===== config.mk =====
export PLATFORM = sky130hd
export DESIGN_NAME = sorted_expiry_timer_queue_core
export DESIGN_NICKNAME = d
export VERILOG_FILES = /design/src/rtl/core/stexq_pkg.sv /design/src/rtl/core/stexq_cell.sv /design/src/rtl/core/sorted_expiry_timer_queue_core.sv
export SDC_FILE = /design/constraint.sdc
export NUM_CORES = 2
export LEC_CHECK = 0
export ABC_AREA = 1
export BUFFER_PORTS_ARGS = -buffer_cell sky130_fd_sc_hd__buf_2
export CAP_MARGIN = 40
export CORE_ASPECT_RATIO = 0.6
export CORE_UTILIZATION = 60
export DETAILED_ROUTE_END_ITERATION = 16
export PLACE_DENSITY = 0.87
export SLEW_MARGIN = 30
export SYNTH_ARGS = -nofsm -noshare
export SYNTH_HDL_FRONTEND = slang
export SYNTH_SLANG_ARGS = --single-unit

===== constraint.sdc =====
create_clock -name clk -period 17.2 [get_ports clk]
set_input_delay 2.58 -clock clk [delete_from_list [all_inputs] [get_ports clk]]
set_output_delay 2.58 -clock clk [all_outputs]
set_load 0.05 [all_outputs]

===== src/rtl/core/stexq_pkg.sv =====
`timescale 1ns / 1ps
// ----------------------------------------------------------------------------
// Sorted expiry timer queue: shared package
// Request and status codes, controller states and the cell control types.
// ----------------------------------------------------------------------------
package stexq_pkg;

  localparam int unsigned REQ_W    = 2;
  localparam int unsigned STATUS_W = 3;

  typedef enum logic [REQ_W-1:0] {
    REQ_INSERT = 2'd0,
    REQ_ADJUST = 2'd1,
    REQ_DELETE = 2'd2,
    REQ_TICK   = 2'd3
  } req_t;

  typedef enum logic [STATUS_W-1:0] {
    ST_OK        = 3'd0,
    ST_FULL      = 3'd1,
    ST_NOT_FOUND = 3'd2,
    ST_DUPLICATE = 3'd3,
    ST_NONE_DUE  = 3'd4
  } status_t;

  typedef enum logic [2:0] {
    S_IDLE,
    S_EXEC,
    S_PLACE,
    S_POP
  } state_t;

  // What a cell loads at the next clock edge.
  typedef enum logic [1:0] {
    CELL_HOLD,
    CELL_NEW,
    CELL_LEFT,
    CELL_RIGHT
  } cell_mode_t;

  // Compare results of one cell against the broadcast key.
  typedef struct packed {
    logic match;
    logic later;
  } cell_flags_t;

endpackage


===== src/rtl/core/stexq_cell.sv =====
`timescale 1ns / 1ps
// ----------------------------------------------------------------------------
// Sorted expiry timer queue: storage cell
// Holds one timer, compares it with the broadcast key and shifts toward
// either neighbor on command.
// ----------------------------------------------------------------------------
module stexq_cell #(
  parameter int unsigned ID_WIDTH   = 12,
  parameter int unsigned TIME_WIDTH = 32
) (
  input  logic                   clk,
  input  stexq_pkg::cell_mode_t  mode,
  input  logic [ID_WIDTH-1:0]    key_id,
  input  logic [TIME_WIDTH-1:0]  key_time,
  input  logic [ID_WIDTH-1:0]    left_id,
  input  logic [TIME_WIDTH-1:0]  left_expiry,
  input  logic [ID_WIDTH-1:0]    right_id,
  input  logic [TIME_WIDTH-1:0]  right_expiry,
  output logic [ID_WIDTH-1:0]    id,
  output logic [TIME_WIDTH-1:0]  expiry,
  output stexq_pkg::cell_flags_t flags
);
  import stexq_pkg::*;

  always_ff @(posedge clk) begin
    case (mode)
      CELL_NEW: begin
        id     <= key_id;
        expiry <= key_time;
      end
      CELL_LEFT: begin
        id     <= left_id;
        expiry <= left_expiry;
      end
      CELL_RIGHT: begin
        id     <= right_id;
        expiry <= right_expiry;
      end
      default: begin
        id     <= id;
        expiry <= expiry;
      end
    endcase
  end

  assign flags.match = (id == key_id);
  assign flags.later = (expiry > key_time);

endmodule


===== src/rtl/core/sorted_expiry_timer_queue_core.sv =====
`timescale 1ns / 1ps
// ----------------------------------------------------------------------------
// Sorted expiry timer queue
// Insert, adjust, delete and expiry tick on a sorted row of timer cells.
// ----------------------------------------------------------------------------
// Insert and delete register their result from the execute state; an adjust removes
// its timer there and files it again in the place state, which registers its result.
// A tick registers one result per cycle for each popped timer while the output is free,
// or a single none-due result; a new request is taken only once the controller is idle.
// A stalled output holds the controller in its current state.
// Reset empties the queue at once; cell contents are never cleared.
module sorted_expiry_timer_queue_core #(
  parameter int unsigned DEPTH      = 16,
  parameter int unsigned ID_WIDTH   = 12,
  parameter int unsigned TIME_WIDTH = 32
) (
  input  logic clk,
  input  logic rst,
  input  logic                                                s_axis_tvalid,
  output logic                                                s_axis_tready,
  // req_type, timer_id, expire_time, now_time (lowest bits first)
  input  logic [((stexq_pkg::REQ_W+ID_WIDTH+2*TIME_WIDTH+7)/8)*8-1:0] s_axis_tdata,
  output logic                                                m_axis_tvalid,
  input  logic                                                m_axis_tready,
  // timer_id_res, status (lowest bits first)
  output logic [((ID_WIDTH+stexq_pkg::STATUS_W+7)/8)*8-1:0]   m_axis_tdata,
  // expired
  output logic                                                m_axis_tuser,
  output logic                                                m_axis_tlast
);
  import stexq_pkg::*;

  localparam int unsigned CNT_W  = $clog2(DEPTH + 1);
  localparam int unsigned OUT_DW = ((ID_WIDTH + STATUS_W + 7) / 8) * 8;

  state_t                 state, state_next;
  req_t                   req_type;
  logic [ID_WIDTH-1:0]    req_id;
  logic [TIME_WIDTH-1:0]  req_exp;
  logic [TIME_WIDTH-1:0]  req_now;
  logic [TIME_WIDTH-1:0]  key_time;
  logic [CNT_W-1:0]       count, count_next;

  logic [ID_WIDTH-1:0]    cell_id     [DEPTH];
  logic [TIME_WIDTH-1:0]  cell_expiry [DEPTH];
  cell_flags_t            cell_flags  [DEPTH];
  cell_mode_t             cell_mode   [DEPTH];

  logic [DEPTH-1:0]       occ, match_v, later_v, pre_match;
  logic                   any_match, full, out_free, pop_ok;

  logic                   out_load;
  logic                   out_expired;
  logic [ID_WIDTH-1:0]    out_id;
  status_t                out_status;
  logic                   out_last;

  genvar g;
  generate
    for (g = 0; g < DEPTH; g++) begin : g_cell
      logic [ID_WIDTH-1:0]   l_id, r_id;
      logic [TIME_WIDTH-1:0] l_exp, r_exp;
      if (g == 0) begin : g_first
        assign l_id  = req_id;
        assign l_exp = key_time;
      end else begin : g_inner_l
        assign l_id  = cell_id[g-1];
        assign l_exp = cell_expiry[g-1];
      end
      if (g == DEPTH - 1) begin : g_last
        assign r_id  = cell_id[g];
        assign r_exp = cell_expiry[g];
      end else begin : g_inner_r
        assign r_id  = cell_id[g+1];
        assign r_exp = cell_expiry[g+1];
      end
      stexq_cell #(
        .ID_WIDTH   (ID_WIDTH),
        .TIME_WIDTH (TIME_WIDTH)
      ) u_cell (
        .clk          (clk),
        .mode         (cell_mode[g]),
        .key_id       (req_id),
        .key_time     (key_time),
        .left_id      (l_id),
        .left_expiry  (l_exp),
        .right_id     (r_id),
        .right_expiry (r_exp),
        .id           (cell_id[g]),
        .expiry       (cell_expiry[g]),
        .flags        (cell_flags[g])
      );
      assign occ[g]     = (CNT_W'(g) < count);
      assign match_v[g] = occ[g] & cell_flags[g].match;
      assign later_v[g] = occ[g] & cell_flags[g].later;
    end
  endgenerate

  assign key_time  = (req_type == REQ_TICK) ? req_now : req_exp;
  assign any_match = |match_v;
  assign full      = (count == CNT_W'(DEPTH));
  assign out_free  = !m_axis_tvalid || m_axis_tready;
  assign pop_ok    = occ[0] & ~cell_flags[0].later;
  assign s_axis_tready = (state == S_IDLE);

  always_comb begin
    pre_match[0] = match_v[0];
    for (int i = 1; i < DEPTH; i++) begin
      pre_match[i] = pre_match[i-1] | match_v[i];
    end
  end

  always_ff @(posedge clk) begin
    if (rst) begin
      state <= S_IDLE;
      count <= '0;
    end else begin
      state <= state_next;
      count <= count_next;
    end
  end

  always_ff @(posedge clk) begin
    if (s_axis_tvalid && s_axis_tready) begin
      req_type <= req_t'(s_axis_tdata[REQ_W-1:0]);
      req_id   <= s_axis_tdata[REQ_W +: ID_WIDTH];
      req_exp  <= s_axis_tdata[REQ_W+ID_WIDTH +: TIME_WIDTH];
      req_now  <= s_axis_tdata[REQ_W+ID_WIDTH+TIME_WIDTH +: TIME_WIDTH];
    end
  end

  always_comb begin
    state_next  = state;
    count_next  = count;
    out_load    = 1'b0;
    out_expired = 1'b0;
    out_id      = req_id;
    out_status  = ST_OK;
    out_last    = 1'b1;
    for (int i = 0; i < DEPTH; i++) begin
      cell_mode[i] = CELL_HOLD;
    end
    case (state)
      S_IDLE: begin
        if (s_axis_tvalid) begin
          state_next = (req_t'(s_axis_tdata[REQ_W-1:0]) == REQ_TICK) ? S_POP : S_EXEC;
        end
      end
      S_EXEC: begin
        if (out_free) begin
          state_next = S_IDLE;
          out_load   = 1'b1;
          if (req_type == REQ_INSERT) begin
            if (any_match) begin
              out_status = ST_DUPLICATE;
            end else if (full) begin
              out_status = ST_FULL;
            end else begin
              count_next = count + 1'b1;
              for (int i = 0; i < DEPTH; i++) begin
                if (i > 0 && later_v[(i > 0) ? i - 1 : 0]) begin
                  cell_mode[i] = CELL_LEFT;
                end else if (later_v[i] || (!occ[i] && (i == 0 || occ[(i > 0) ? i - 1 : 0])))
                begin
                  cell_mode[i] = CELL_NEW;
                end
              end
            end
          end else if (!any_match) begin
            out_status = ST_NOT_FOUND;
          end else begin
            count_next = count - 1'b1;
            for (int i = 0; i < DEPTH; i++) begin
              if (pre_match[i]) begin
                cell_mode[i] = CELL_RIGHT;
              end
            end
            if (req_type == REQ_ADJUST) begin
              out_load   = 1'b0;
              state_next = S_PLACE;
            end
          end
        end
      end
      S_PLACE: begin
        if (out_free) begin
          state_next = S_IDLE;
          out_load   = 1'b1;
          count_next = count + 1'b1;
          for (int i = 0; i < DEPTH; i++) begin
            if (i > 0 && later_v[(i > 0) ? i - 1 : 0]) begin
              cell_mode[i] = CELL_LEFT;
            end else if (later_v[i] || (!occ[i] && (i == 0 || occ[(i > 0) ? i - 1 : 0]))) begin
              cell_mode[i] = CELL_NEW;
            end
          end
        end
      end
      S_POP: begin
        if (out_free) begin
          out_load = 1'b1;
          if (pop_ok) begin
            out_expired = 1'b1;
            out_id      = cell_id[0];
            out_last    = !(occ[1] && !cell_flags[1].later);
            count_next  = count - 1'b1;
            for (int i = 0; i < DEPTH; i++) begin
              cell_mode[i] = CELL_RIGHT;
            end
            if (out_last) begin
              state_next = S_IDLE;
            end
          end else begin
            out_status = ST_NONE_DUE;
            state_next = S_IDLE;
          end
        end
      end
      default: begin
        state_next = S_IDLE;
      end
    endcase
  end

  always_ff @(posedge clk) begin
    if (rst) begin
      m_axis_tvalid <= 1'b0;
    end else if (out_load) begin
      m_axis_tvalid <= 1'b1;
    end else if (m_axis_tready) begin
      m_axis_tvalid <= 1'b0;
    end
  end

  always_ff @(posedge clk) begin
    if (out_load) begin
      m_axis_tdata <= OUT_DW'({out_status, out_id});
      m_axis_tuser <= out_expired;
      m_axis_tlast <= out_last;
    end
  end

endmodule


==> results_dict.tcl <==
set metrics [dict create \
    routed_wl_um 174300 \
    swShare 0.3575 \
    htreeDepth 3 \
    grt_pass1_wl_um 271200 \
    area_delta_synth_final_pct 6.795 \
    ys_ff_latch 807 \
    cts_hold_buf 0 \
    worst_pin_slew_ns 0.9951 \
    ant_nets 0 \
    syn_area_um2 55870 \
    p_clk_frac 0.286 \
    routedWlPerCell_um 22.65 \
    post-route-min-period_ns 7.195 \
    root_buffer "clkbuf_16" \
    status "finished clean" \
    p_leak_nw 24.07 \
    grt_pass1_vias 49700 \
    ys_seq_area_frac 0.4323 \
    peakVddDrop_mv 0.07227 \
    antenna_found_initial 1 \
    post-synth-top-count-cell "nand3_1" \
    drc 0 \
    regArea_um2 24150 \
    start_kind "register" \
    viasPerCell 6.828 \
    boundaryPins 104 \
    p_seq_frac 0.430 \
    report.final.slew_viol_count 0 \
    p_comb_frac 0.284 \
    clock-sinks 807 \
    syn-num-nets 7114 \
    grt_use_total 0.3597 \
    overflow 0 \
    start_util 0.6073 \
    cp-end-kind "register" \
    path_max_fanout 52 \
    fmax_ghz 0.1390 \
    synth_top_area_share 0.4295 \
    setup_viol 0 \
    yosys-top-cells-count "nand3_1 (1506), nand2_1 (1455), edfxtp_1 (799)" \
    crit_type "register to register" \
    switchingPower_mw 2.205 \
    hold_viol_final 0 \
    dp_slack_ns 10.16 \
    ctsResizeCount 0 \
    syn_area_per_cell_um2 8.581 \
    final.period_utilization 0.4183 \
    required_ns 17.49 \
    vias 52530 \
    async_flop_share 0 \
    fin_setup_tns_ns 0 \
    arrival_ns 7.49 \
    dr.pass1.iters 11 \
    hold_path_depth 2 \
    first_iter_violations 8705 \
    num_rows 86 \
    p_per_area_nw_per_um2 103.4 \
    worst_clock_skew_ns 0.03161 \
    post-cts-setup-buffer-count 0 \
    synth_area_leaders "edfxtp_1 (43%), nand3_1 (13%), ha_1 (12%)" \
    drv_cap 0 \
    die_h_um 238.4 \
    synth_edf_count 799 \
    die-area_um2 94380 \
    drive_above_1_share 0.08129 \
    p_int_mw 3.962 \
    cts_buffers 76 \
    netlist_instances 6511 \
    tritoncts "built" \
    core_area_um2 92000 \
    r2r_cells 23 \
    rsz0062_at_grt "false" \
    clk_pin_slew_ns 0.07 \
    floorplan.die.width_um 395.9 \
    yosys.area.top_type "edfxtp_1" \
    clk_path_buf_depth 3 \
    yosysUniqueCellTypes 55 \
    synth_warnings 0 \
    dp_hpwl_um 124900 \
    fill_cells 7150 \
    synth-main-ff-cell "edfxtp_1" \
    grt_max_degree 89 \
    min_path_type "register to register" \
    clk_latency_ns 0.68 \
    port_buffers 100 \
    worst_slack_ns 10.00 \
    timing.slew.headroom 0.3272 \
    fin_nets 7002 \
    multi_input_area_um2 28560 \
    gp_congestion 0.9814 \
]
-- placed cells by master, fill, tap and decap left out, types with 7 or more instances in the layout --
cell type	n
or2_1	8
a31oi_1	9
clkinv_1	15
nand3_2	14
xnor2_1	89
o21ai_1	27
clkbuf_1	9
a211oi_1	12
buf_2	103
buf_12	14
nor4_1	11
inv_1	243
nand2_2	32
o21ai_0	211
nand2_1	1446
dfxtp_1	8
clkinv_2	19
nand2_4	16
clkbuf_16	78
o21bai_1	10
o21a_1	16
xor2_1	40
a21oi_1	266
buf_4	113
nand4_1	439
nor2_1	170
o211ai_1	25
nor3_1	44
ha_1	518
bufinv_16	7
nand3_1	1497
o21ai_2	31
edfxtp_1	799
inv_2	42
-- power groups by stage --
stage / Combinational [mW] / Clock [mW] / Sequential, mW
global route: 1.92 / 1.83 / 2.66
detailed placement: 1.66 / 0 / 2.68
CTS: 1.67 / 1.75 / 2.64
global placement: 1.55 / 0 / 2.68
floorplan: 1.18 / 0 / 2.65
finish: 1.75 / 1.77 / 2.65
-- worst max-delay path: stages (launching register included) --
cell,delay (ns)
edfxtp_1,0.44
nand2_2,0.36
buf_4,0.58
nand2_1,0.10
o21ai_1,0.12
buf_4,0.26
inv_1,0.37
ha_1,0.45
nand2_1,0.06
nor2_1,0.18
nand4_1,0.11
nor2_1,0.30
nand3_1,0.11
nand2_1,0.39
nand2_1,0.26
inv_1,0.17
nand3_2,0.36
buf_16,0.32
nand2_1,0.07
inv_1,0.06
nand2_4,0.43
inv_4,0.38
nand3_2,0.13
buf_4,0.52
-- path summary, 6_finish.rpt --
check	end	from	slack (ns)
setup / recovery	g_cell[8].u_cell.id[2]	req_type[1]	10.00
hold / removal	state[1]	state[1]	0.53
setup reg to reg	g_cell[8].u_cell.id[2]	req_type[1]	10.00
hold reg to reg	state[1]	state[1]	0.53
-- through the flow --
stage          power (mW)  instances    util  hold slack, ns  cell area (µm²)
2_1_floorplan       3.825       6511       -          0.4718            55870
3_3_place_gp        4.233       7525  0.6158          0.4972            56660
3_5_place_dp        4.337       7532  0.6178          0.5177            56840
4_1_cts             6.069       7669  0.6444          0.5283            59290
5_1_grt             6.406       7690  0.6484          0.5547            59650
6_report            6.168       7694  0.6485          0.5340            59660
-- state kept, by name, indices dropped and copies added (netlist names), 5 cells and up --
| signal | cells |
|---|---|
| m_axis_tdata | 15 |
| count | 5 |
| g_cell.l_id | 12 |
| req_exp | 32 |
| g_cell.u_cell.expiry | 512 |
| req_now | 32 |
| g_cell.u_cell.id | 192 |
-- area by class of cell --
| cell class | count | area share |
|---|---|---|
| antenna | 4 | 0.0001678 |
| clock buffer | 87 | 0.03328 |
| inverter | 291 | 0.01848 |
| multi-input combinational | 4982 | 0.4788 |
| tap | 1232 | 0.02584 |
| sequential | 807 | 0.4048 |
| timing repair buffer | 241 | 0.03095 |
| clock inverter | 50 | 0.007717 |
-- routing by layer --
metal	vias to the layer above	track usage	part of all wire
met5	-	0.02041	0.0016
met4	2	0.1288	0.032
met3	522	0.1284	0.17
met2	4368	0.5166	0.42
met1	24390	0.4974	0.38
li1	23260	-	-
-- kinds of logic (layout without fill, tap and decap cells) --
kind of cell             Yosys count  in the layout  synth area share
multiplexers                       1              1         0.0002015
other                              1              5        0.00006712
XOR/XNOR                         129            129           0.02022
AND/OR/NAND/NOR                 3706           3706            0.3096
buffers and inverters            722            669           0.06053
AO/OA/AOI/OAI                    626            626           0.06080
flip-flops                       807            807            0.4323
adder cells (fa/ha/maj)          519            519            0.1162
Note: power is estimated with default switching activity, not from simulation.
